--- config.mk ---
export PLATFORM = sky130hd
export DESIGN_NAME = lba_to_chs_geometry_core
export DESIGN_NICKNAME = d
export VERILOG_FILES = /design/src/hdl/lchs_pkg.sv /design/src/hdl/lchs_decode.sv /design/src/hdl/lchs_divider.sv /design/src/hdl/lchs_format.sv /design/src/hdl/lba_to_chs_geometry_core.sv
export SDC_FILE = /design/constraint.sdc
export NUM_CORES = 1
export LEC_CHECK = 0
export ABC_AREA = 1
export BUFFER_PORTS_ARGS = -buffer_cell sky130_fd_sc_hd__buf_2
export CORE_MARGIN = 1.5
export CORE_UTILIZATION = 60
export CTS_BUF_LIST = sky130_fd_sc_hd__clkbuf_4
export DETAILED_ROUTE_END_ITERATION = 8
export PLACE_DENSITY = 0.8
export SYNTH_ARGS = -nofsm -noshare
export SYNTH_HDL_FRONTEND = slang
export SYNTH_SLANG_ARGS = --single-unit
--- constraint.sdc ---
create_clock -name clk -period 6.4 [get_ports clk]
set_clock_uncertainty 0.1 [all_clocks]
set_input_delay 0.96 -clock clk [delete_from_list [all_inputs] [get_ports clk]]
set_output_delay 0.96 -clock clk [all_outputs]
set_load 0.02 [all_outputs]
--- src/hdl/lchs_pkg.sv ---
package lchs_pkg;

  localparam int MEDIA_W      = 3;
  localparam int CFG_ADDR_W   = 1;
  localparam int SPT_W        = 6;
  localparam int CYLS_W       = 7;
  localparam int CYL_W        = 13;
  localparam int SEC_W        = 6;
  localparam int START_W      = 16;
  localparam int DIV_W        = 4;
  localparam int REM_W        = 5;
  localparam int RESID_W      = 4;
  localparam int RECIP_W      = 32;
  localparam int RECIP_SHIFT  = 35;
  localparam int PIPE_STAGES  = 6;

  localparam int OUT_TDATA_W   = 48;
  localparam int OUT_PAD_W     = OUT_TDATA_W - (CYL_W + 1 + SEC_W + 1 + START_W + SPT_W);
  localparam int OUT_HEAD_BIT  = CYL_W;
  localparam int OUT_SEC_LSB   = OUT_HEAD_BIT + 1;
  localparam int OUT_RANGE_BIT = OUT_SEC_LSB + SEC_W;
  localparam int OUT_START_LSB = OUT_RANGE_BIT + 1;
  localparam int OUT_LEN_LSB   = OUT_START_LSB + START_W;

  typedef logic [MEDIA_W-1:0]    media_code_t;
  typedef logic [CFG_ADDR_W-1:0] cfg_addr_t;

  typedef enum logic [MEDIA_W-1:0] {
    MEDIA_NONE  = 3'd0,
    MEDIA_360K  = 3'd1,
    MEDIA_1M2   = 3'd2,
    MEDIA_720K  = 3'd3,
    MEDIA_1M44  = 3'd4,
    MEDIA_2M88  = 3'd5,
    MEDIA_RSVD6 = 3'd6,
    MEDIA_RSVD7 = 3'd7
  } media_t;

  localparam cfg_addr_t CFG_DRIVE0_MEDIA = 1'b0;
  localparam cfg_addr_t CFG_DRIVE1_MEDIA = 1'b1;

  localparam logic [RECIP_W-1:0] RECIP_9  = 32'd3817748707;
  localparam logic [RECIP_W-1:0] RECIP_15 = 32'd2290649224;
  localparam logic [DIV_W-1:0]   DIV_9    = 4'd9;
  localparam logic [DIV_W-1:0]   DIV_15   = 4'd15;

  // Sectors per track is 9 or 15 times a power of two; the division runs on
  // the base divisor after a right shift of the sector address.
  typedef struct packed {
    logic              good;
    logic              div15;
    logic [1:0]        pre_shift;
    logic [SPT_W-1:0]  spt;
    logic [CYLS_W-1:0] cyls;
  } geo_t;

  function automatic geo_t geo_lookup(input media_code_t code);
    geo_t g;
    g = '0;
    case (code)
      MEDIA_360K: begin
        g.good = 1'b1; g.spt = 6'd9;  g.cyls = 7'd40;
      end
      MEDIA_1M2: begin
        g.good = 1'b1; g.div15 = 1'b1; g.spt = 6'd15; g.cyls = 7'd80;
      end
      MEDIA_720K: begin
        g.good = 1'b1; g.spt = 6'd9;  g.cyls = 7'd80;
      end
      MEDIA_1M44: begin
        g.good = 1'b1; g.pre_shift = 2'd1; g.spt = 6'd18; g.cyls = 7'd80;
      end
      MEDIA_2M88: begin
        g.good = 1'b1; g.pre_shift = 2'd2; g.spt = 6'd36; g.cyls = 7'd80;
      end
      default: g = '0;
    endcase
    return g;
  endfunction

  function automatic logic [DIV_W-1:0] geo_divisor(input geo_t g);
    return g.div15 ? DIV_15 : DIV_9;
  endfunction

  function automatic logic [RECIP_W-1:0] geo_recip(input geo_t g);
    return g.div15 ? RECIP_15 : RECIP_9;
  endfunction

endpackage

--- src/hdl/lchs_decode.sv ---
module lchs_decode #(
  parameter int AW = 16
) (
  input  logic                          clk,
  input  logic                          ld,
  input  lchs_pkg::media_code_t         code,
  input  logic [AW-1:0]                 abs_sector,
  output logic [AW-1:0]                 xs_r,
  output logic [lchs_pkg::START_W-1:0]  x16_r,
  output lchs_pkg::geo_t                geo_r
);
  import lchs_pkg::*;

  geo_t          geo_nxt;
  logic [AW-1:0] xs_nxt;

  always_comb begin
    geo_nxt = geo_lookup(code);
    xs_nxt  = abs_sector >> geo_nxt.pre_shift;
  end

  always_ff @(posedge clk) begin
    if (ld) begin
      geo_r <= geo_nxt;
      xs_r  <= xs_nxt;
      x16_r <= START_W'(abs_sector);
    end
  end

endmodule

--- src/hdl/lchs_divider.sv ---
module lchs_divider #(
  parameter int AW = 16
) (
  input  logic                          clk,
  input  logic [3:0]                    ld,
  input  logic [AW-1:0]                 xs,
  input  logic [lchs_pkg::START_W-1:0]  x16,
  input  lchs_pkg::geo_t                geo,
  output logic [AW-1:0]                 q_r,
  output logic [lchs_pkg::SEC_W-1:0]    sec0_r,
  output logic [lchs_pkg::START_W-1:0]  x16_r,
  output lchs_pkg::geo_t                geo_r
);
  import lchs_pkg::*;

  localparam int PW = AW + RECIP_W;

  // Stage 1: product with the reciprocal of the base divisor.
  logic [PW-1:0]      prod1_r;
  logic [AW-1:0]      xs1_r;
  logic [START_W-1:0] x16_1_r;
  geo_t               geo1_r;

  always_ff @(posedge clk) begin
    if (ld[0]) begin
      prod1_r <= PW'(xs) * PW'(geo_recip(geo));
      xs1_r   <= xs;
      x16_1_r <= x16;
      geo1_r  <= geo;
    end
  end

  // Stage 2: quotient estimate, low by at most one.
  logic [AW-1:0]      qe2_r;
  logic [AW-1:0]      xs2_r;
  logic [START_W-1:0] x16_2_r;
  geo_t               geo2_r;

  always_ff @(posedge clk) begin
    if (ld[1]) begin
      qe2_r   <= AW'(prod1_r >> RECIP_SHIFT);
      xs2_r   <= xs1_r;
      x16_2_r <= x16_1_r;
      geo2_r  <= geo1_r;
    end
  end

  // Stage 3: partial remainder, below twice the divisor.
  logic [AW+DIV_W-1:0] qd3;
  logic [AW-1:0]       diff3;
  logic [REM_W-1:0]    rem3_r;
  logic [AW-1:0]       qe3_r;
  logic [START_W-1:0]  x16_3_r;
  geo_t                geo3_r;

  always_comb begin
    qd3   = (AW+DIV_W)'(qe2_r) * (AW+DIV_W)'(geo_divisor(geo2_r));
    diff3 = xs2_r - qd3[AW-1:0];
  end

  always_ff @(posedge clk) begin
    if (ld[2]) begin
      rem3_r  <= diff3[REM_W-1:0];
      qe3_r   <= qe2_r;
      x16_3_r <= x16_2_r;
      geo3_r  <= geo2_r;
    end
  end

  // Stage 4: one correction step, then the shifted-out bits rejoin the remainder.
  logic [REM_W-1:0]   div4;
  logic               fix4;
  logic [RESID_W-1:0] resid4;
  logic [SEC_W-1:0]   sec0_nxt;

  always_comb begin
    div4   = {1'b0, geo_divisor(geo3_r)};
    fix4   = (rem3_r >= div4);
    resid4 = fix4 ? RESID_W'(rem3_r - div4) : rem3_r[RESID_W-1:0];
    case (geo3_r.pre_shift)
      2'd0:    sec0_nxt = {2'b00, resid4};
      2'd1:    sec0_nxt = {1'b0, resid4, x16_3_r[0]};
      default: sec0_nxt = {resid4, x16_3_r[1:0]};
    endcase
  end

  always_ff @(posedge clk) begin
    if (ld[3]) begin
      q_r    <= qe3_r + AW'(fix4);
      sec0_r <= sec0_nxt;
      x16_r  <= x16_3_r;
      geo_r  <= geo3_r;
    end
  end

endmodule

--- src/hdl/lchs_format.sv ---
module lchs_format #(
  parameter int AW = 16
) (
  input  logic                             clk,
  input  logic                             ld,
  input  logic [AW-1:0]                    q,
  input  logic [lchs_pkg::SEC_W-1:0]       sec0,
  input  logic [lchs_pkg::START_W-1:0]     x16,
  input  lchs_pkg::geo_t                   geo,
  output logic [lchs_pkg::OUT_TDATA_W-1:0] tdata_r
);
  import lchs_pkg::*;

  logic [AW-2:0]          cyl_full;
  logic                   in_range;
  logic [SEC_W-1:0]       sector;
  logic [START_W-1:0]     start;
  logic [OUT_TDATA_W-1:0] tdata_nxt;

  always_comb begin
    cyl_full = q[AW-1:1];
    in_range = geo.good && (cyl_full < (AW-1)'(geo.cyls));
    sector   = sec0 + 6'd1;
    start    = x16 - START_W'(sec0);
    if (geo.good) begin
      tdata_nxt = {{OUT_PAD_W{1'b0}}, geo.spt, start, in_range, sector, q[0],
                   CYL_W'(cyl_full)};
    end else begin
      tdata_nxt = '0;
    end
  end

  always_ff @(posedge clk) begin
    if (ld) begin
      tdata_r <= tdata_nxt;
    end
  end

endmodule

--- src/hdl/lba_to_chs_geometry_core.sv ---
// Each accepted word passes the six stages in order: decode, reciprocal multiply,
// quotient estimate, remainder, correction and output register (out_tvalid).
// Throughput: one word per cycle unless the output stalls.
// A stalled output fills the bubbles upstream before in_tready drops.
// Reset: synchronous active-low rst_n empties the pipeline and sets both
// drive media types to none.
module lba_to_chs_geometry_core #(
  parameter int DRIVE_COUNT       = 2,
  parameter int SECTOR_ADDR_WIDTH = 16,
  localparam int IN_TDATA_W       = ((SECTOR_ADDR_WIDTH + 7) / 8) * 8
) (
  input  logic                             clk,
  input  logic                             rst_n,
  input  logic                             cfg_we,
  input  lchs_pkg::cfg_addr_t              cfg_addr,
  input  logic [lchs_pkg::MEDIA_W-1:0]     cfg_wdata,
  input  logic                             in_tvalid,
  output logic                             in_tready,
  input  logic [IN_TDATA_W-1:0]            in_tdata,   // abs_sector
  input  logic                             in_tuser,   // drive_select
  output logic                             out_tvalid,
  input  logic                             out_tready,
  // cylinder_number, head_number, sector_number, in_range, track_start, track_length
  output logic [lchs_pkg::OUT_TDATA_W-1:0] out_tdata
);
  import lchs_pkg::*;

  localparam int AW = SECTOR_ADDR_WIDTH;

  media_code_t media0_r;
  media_code_t code;

  always_ff @(posedge clk) begin
    if (!rst_n) begin
      media0_r <= MEDIA_NONE;
    end else if (cfg_we && cfg_addr == CFG_DRIVE0_MEDIA) begin
      media0_r <= cfg_wdata;
    end
  end

  generate
    if (DRIVE_COUNT > 1) begin : g_two_drives
      media_code_t media1_r;

      always_ff @(posedge clk) begin
        if (!rst_n) begin
          media1_r <= MEDIA_NONE;
        end else if (cfg_we && cfg_addr == CFG_DRIVE1_MEDIA) begin
          media1_r <= cfg_wdata;
        end
      end

      assign code = in_tuser ? media1_r : media0_r;
    end else begin : g_one_drive
      assign code = in_tuser ? MEDIA_NONE : media0_r;
    end
  endgenerate

  // Each stage loads when it is empty or when the stage after it loads.
  logic [PIPE_STAGES-1:0] v_r;
  logic [PIPE_STAGES-1:0] v_nxt;
  logic [PIPE_STAGES-1:0] ld;

  always_comb begin
    ld[PIPE_STAGES-1] = !v_r[PIPE_STAGES-1] || out_tready;
    for (int k = PIPE_STAGES - 2; k >= 0; k--) begin
      ld[k] = !v_r[k] || ld[k+1];
    end
  end

  always_comb begin
    v_nxt = v_r;
    if (ld[0]) begin
      v_nxt[0] = in_tvalid;
    end
    for (int k = 1; k < PIPE_STAGES; k++) begin
      if (ld[k]) begin
        v_nxt[k] = v_r[k-1];
      end
    end
  end

  always_ff @(posedge clk) begin
    if (!rst_n) begin
      v_r <= '0;
    end else begin
      v_r <= v_nxt;
    end
  end

  assign in_tready  = ld[0];
  assign out_tvalid = v_r[PIPE_STAGES-1];

  logic [AW-1:0]      dec_xs;
  logic [START_W-1:0] dec_x16;
  geo_t               dec_geo;

  lchs_decode #(.AW(AW)) u_decode (
    .clk        (clk),
    .ld         (ld[0]),
    .code       (code),
    .abs_sector (in_tdata[AW-1:0]),
    .xs_r       (dec_xs),
    .x16_r      (dec_x16),
    .geo_r      (dec_geo)
  );

  logic [AW-1:0]      div_q;
  logic [SEC_W-1:0]   div_sec0;
  logic [START_W-1:0] div_x16;
  geo_t               div_geo;

  lchs_divider #(.AW(AW)) u_divider (
    .clk    (clk),
    .ld     (ld[4:1]),
    .xs     (dec_xs),
    .x16    (dec_x16),
    .geo    (dec_geo),
    .q_r    (div_q),
    .sec0_r (div_sec0),
    .x16_r  (div_x16),
    .geo_r  (div_geo)
  );

  lchs_format #(.AW(AW)) u_format (
    .clk     (clk),
    .ld      (ld[5]),
    .q       (div_q),
    .sec0    (div_sec0),
    .x16     (div_x16),
    .geo     (div_geo),
    .tdata_r (out_tdata)
  );

endmodule

==> results.toml <==
[placement]
gp_congestion = 0.9924
place_inst = 2419
dpl_worst_slack_ns = 0.06156
dpl.hpwl_um = 36900
io_buffers = 70
post_dp_cell_area_um2 = 20220

[synthesis]
yosysSeqAreaShare_pct = 42.61
ys_warn_count = 0
synth_cell_types = 54
synth-edff-count = 264
syn_area_um2 = 19170
synth-async-reset-ratio_pct = 0
synth_cells = 1916
syn_area_per_cell_um2 = 10.00
ys_ff_latch = 276
yosys_most_used_dff = "edfxtp_1"

[grt]
grtUsageTotal_pct = 27.78
use_met1_pct = 34.42
grt_busiest_layer = "met2"
antenna_found_initial = 1
globalRouteOverflowTotal = 0
met3_usage_pct = 3.389
grtUsageMet2_pct = 49.91
grt_pass1_vias = 13410
grt_max_degree = 48
grt_pass1_wl_um = 69460

[finish]
finalNetCount = 2434
syn_to_final_growth_pct = 10.94
final_common_cell = "inv_1"
drive_gt1_share_pct = 13.35
final_core_util_pct = 67.57
mostFrequentLayoutCells = "492 x inv_1, 330 x nand2_1, 264 x edfxtp_1"
stdcell_count = 2531
fin_area_um2 = 21270

[drt]
vias = 13250
first_pass_iters = 5
postRouteAntennaNets = 0
viasPerCell = 5.235
dr.first_iter.drc_count = 824
wire_per_inst_um = 17.45
drt_wl_total_um = 44170
drc = 0

[sta]
setup_viol = 0
min_period_ns = 6.160
setup_ws_ns = 0.2396
maxSlewViolCount = 0
clock.fmax_mhz = 162.3
finalHoldViolations = 0
relSlewSlack_pct = 49.46
post-route-period-util_pct = 96.26
worst_pin_slew_ns = 0.7556
rsz0062_at_grt = "yes"

[clock_network]
cts_max_path_buffers = 3
hold_buffers = 0
cts_sinks = 276
cts_tree = "built"
clock_latency_ns = 0.74
cts_root_buffer = "clkbuf_4"
clkTransAtPathRegs_ns = 0.07
htreeDepth = 2
cts_buffers = 60

[floorplanning]
die_area_um2 = 33030
die_w_um = 181.7
start_util_pct = 60.90
dieHeight_um = 181.7
core_area_um2 = 31470
io_pins = 76
rows = 65

[worst_hold_path]
hp-class = "reg2reg"

[worst_setup_path]
criticalPathCategory = "reg2reg"
worst_ep_arrival_time_ns = 6.51
worstPathMaxFanout = 5
worstPathRequired_ns = 6.75
start_kind = "flop"
crit_path_end_kind = "flop"

[outcome]
status = "finished, final reports clean"

[job]
maxCapViolCount = 0
-- flip-flops by register name, indices dropped and copies added, names as in the netlist, 13 cells and up --
signal,cells
u_divider.qe3_r,13
u_format.tdata_r,42
u_decode.xs_r,16
u_divider.x16_2_r,16
u_decode.x16_r,16
u_divider.x16_3_r,16
u_divider.x16_1_r,16
u_divider.x16_r,16
u_divider.q_r,14
u_divider.qe2_r,13
u_divider.prod1_r,13
-- metal layers --
| metal | share of wire (%) | vias to the layer above | wire, um |
|---|---|---|---|
| met4 | 3.4 | 0 | 1513 |
| met1 | 41 | 6339 | 18020 |
| li1 | - | 6414 | - |
| met5 | 0 | - | 0 |
| met3 | 4.4 | 82 | 1948 |
| met2 | 51 | 416 | 22690 |
-- synth_stat cells (14+ instances only) --
| library cell | instances | area share (%) |
|---|---|---|
| edfxtp_1 | 264 | 41 |
| nand3_1 | 44 | 1.1 |
| nor3_1 | 15 | 0.39 |
| ha_1 | 178 | 12 |
| o21ai_0 | 43 | 1.1 |
| inv_1 | 492 | 9.6 |
| a21oi_1 | 81 | 2.1 |
| nand2_1 | 337 | 6.6 |
| xor2_1 | 26 | 1.2 |
| nor2_1 | 129 | 2.5 |
| o21bai_1 | 14 | 0.55 |
| fa_1 | 150 | 16 |
| nand4_1 | 21 | 0.69 |
-- critical path, stage by stage, from the launching register on --
cell	delay (ns)
edfxtp_1	0.43
buf_4	0.19
nor2_2	0.14
xor2_1	0.16
inv_1	0.08
nand2_1	0.09
inv_1	0.05
ha_1	0.16
or2_2	0.32
fa_1	0.48
fa_1	0.48
fa_1	0.52
inv_1	0.06
fa_1	0.54
inv_1	0.06
fa_1	0.52
ha_2	0.42
nand2_1	0.15
nor2_1	0.23
nand2_1	0.14
nor2_1	0.20
nand4_1	0.17
nand4_1	0.15
nand2_1	0.06
-- timing repair --
| action | in CTS | in global routing |
|---|---|---|
| resized for setup | 0 | 59 |
| buffers inserted | 1 | 0 |
| pin swaps | 0 | 1 |
| setup endpoints to repair | 2 | 13 |
-- cell families after synthesis --
| logic type | synth area share, % |
|---|---|
| other | 0.03918 |
| flip-flops | 42.61 |
| buffers and inverters | 10.45 |
| adder cells (fa/ha/maj) | 27.28 |
| AO/OA/AOI/OAI | 5.509 |
| AND/OR/NAND/NOR | 12.64 |
| XOR/XNOR | 1.462 |
-- final cells by class --
class	instances	area, um^2
Antenna cell	1	2.502
Clock buffer	78	585.6
Clock inverter	32	247.7
Fill cell	2374	10210
Inverter	504	1899
Multi-Input combinational cell	1137	9264
Sequential cell	276	8168
Tap cell	402	503.0
Timing Repair Buffer	101	595.6
-- stage by stage --
| stage | setup TNS [ns] | hold slack [ns] |
|---|---|---|
| floorplan | 0 | 0.3003 |
| global placement | 0 | 0.3006 |
| detailed placement | 0 | 0.3045 |
| CTS | 0 | 0.2798 |
| global route | -0.05386 | 0.2860 |
| finish | 0 | 0.3112 |
-- worst paths after layout --
kind | start | endpoint | slack [ns] | cells past startpoint
max reg2reg | u_decode.geo_r[15] | u_divider.prod1_r[36] | 0.24 | 23
max | u_decode.geo_r[15] | u_divider.prod1_r[36] | 0.24 | 23
min | u_divider.prod1_r[37] | u_divider.qe2_r[2] | 0.31 | 0
min reg2reg | u_divider.prod1_r[37] | u_divider.qe2_r[2] | 0.31 | 0
Power is left out: the tool's default activity adds up to more than one toggle a clock period on the data nets, which glitch-free logic cannot reach.
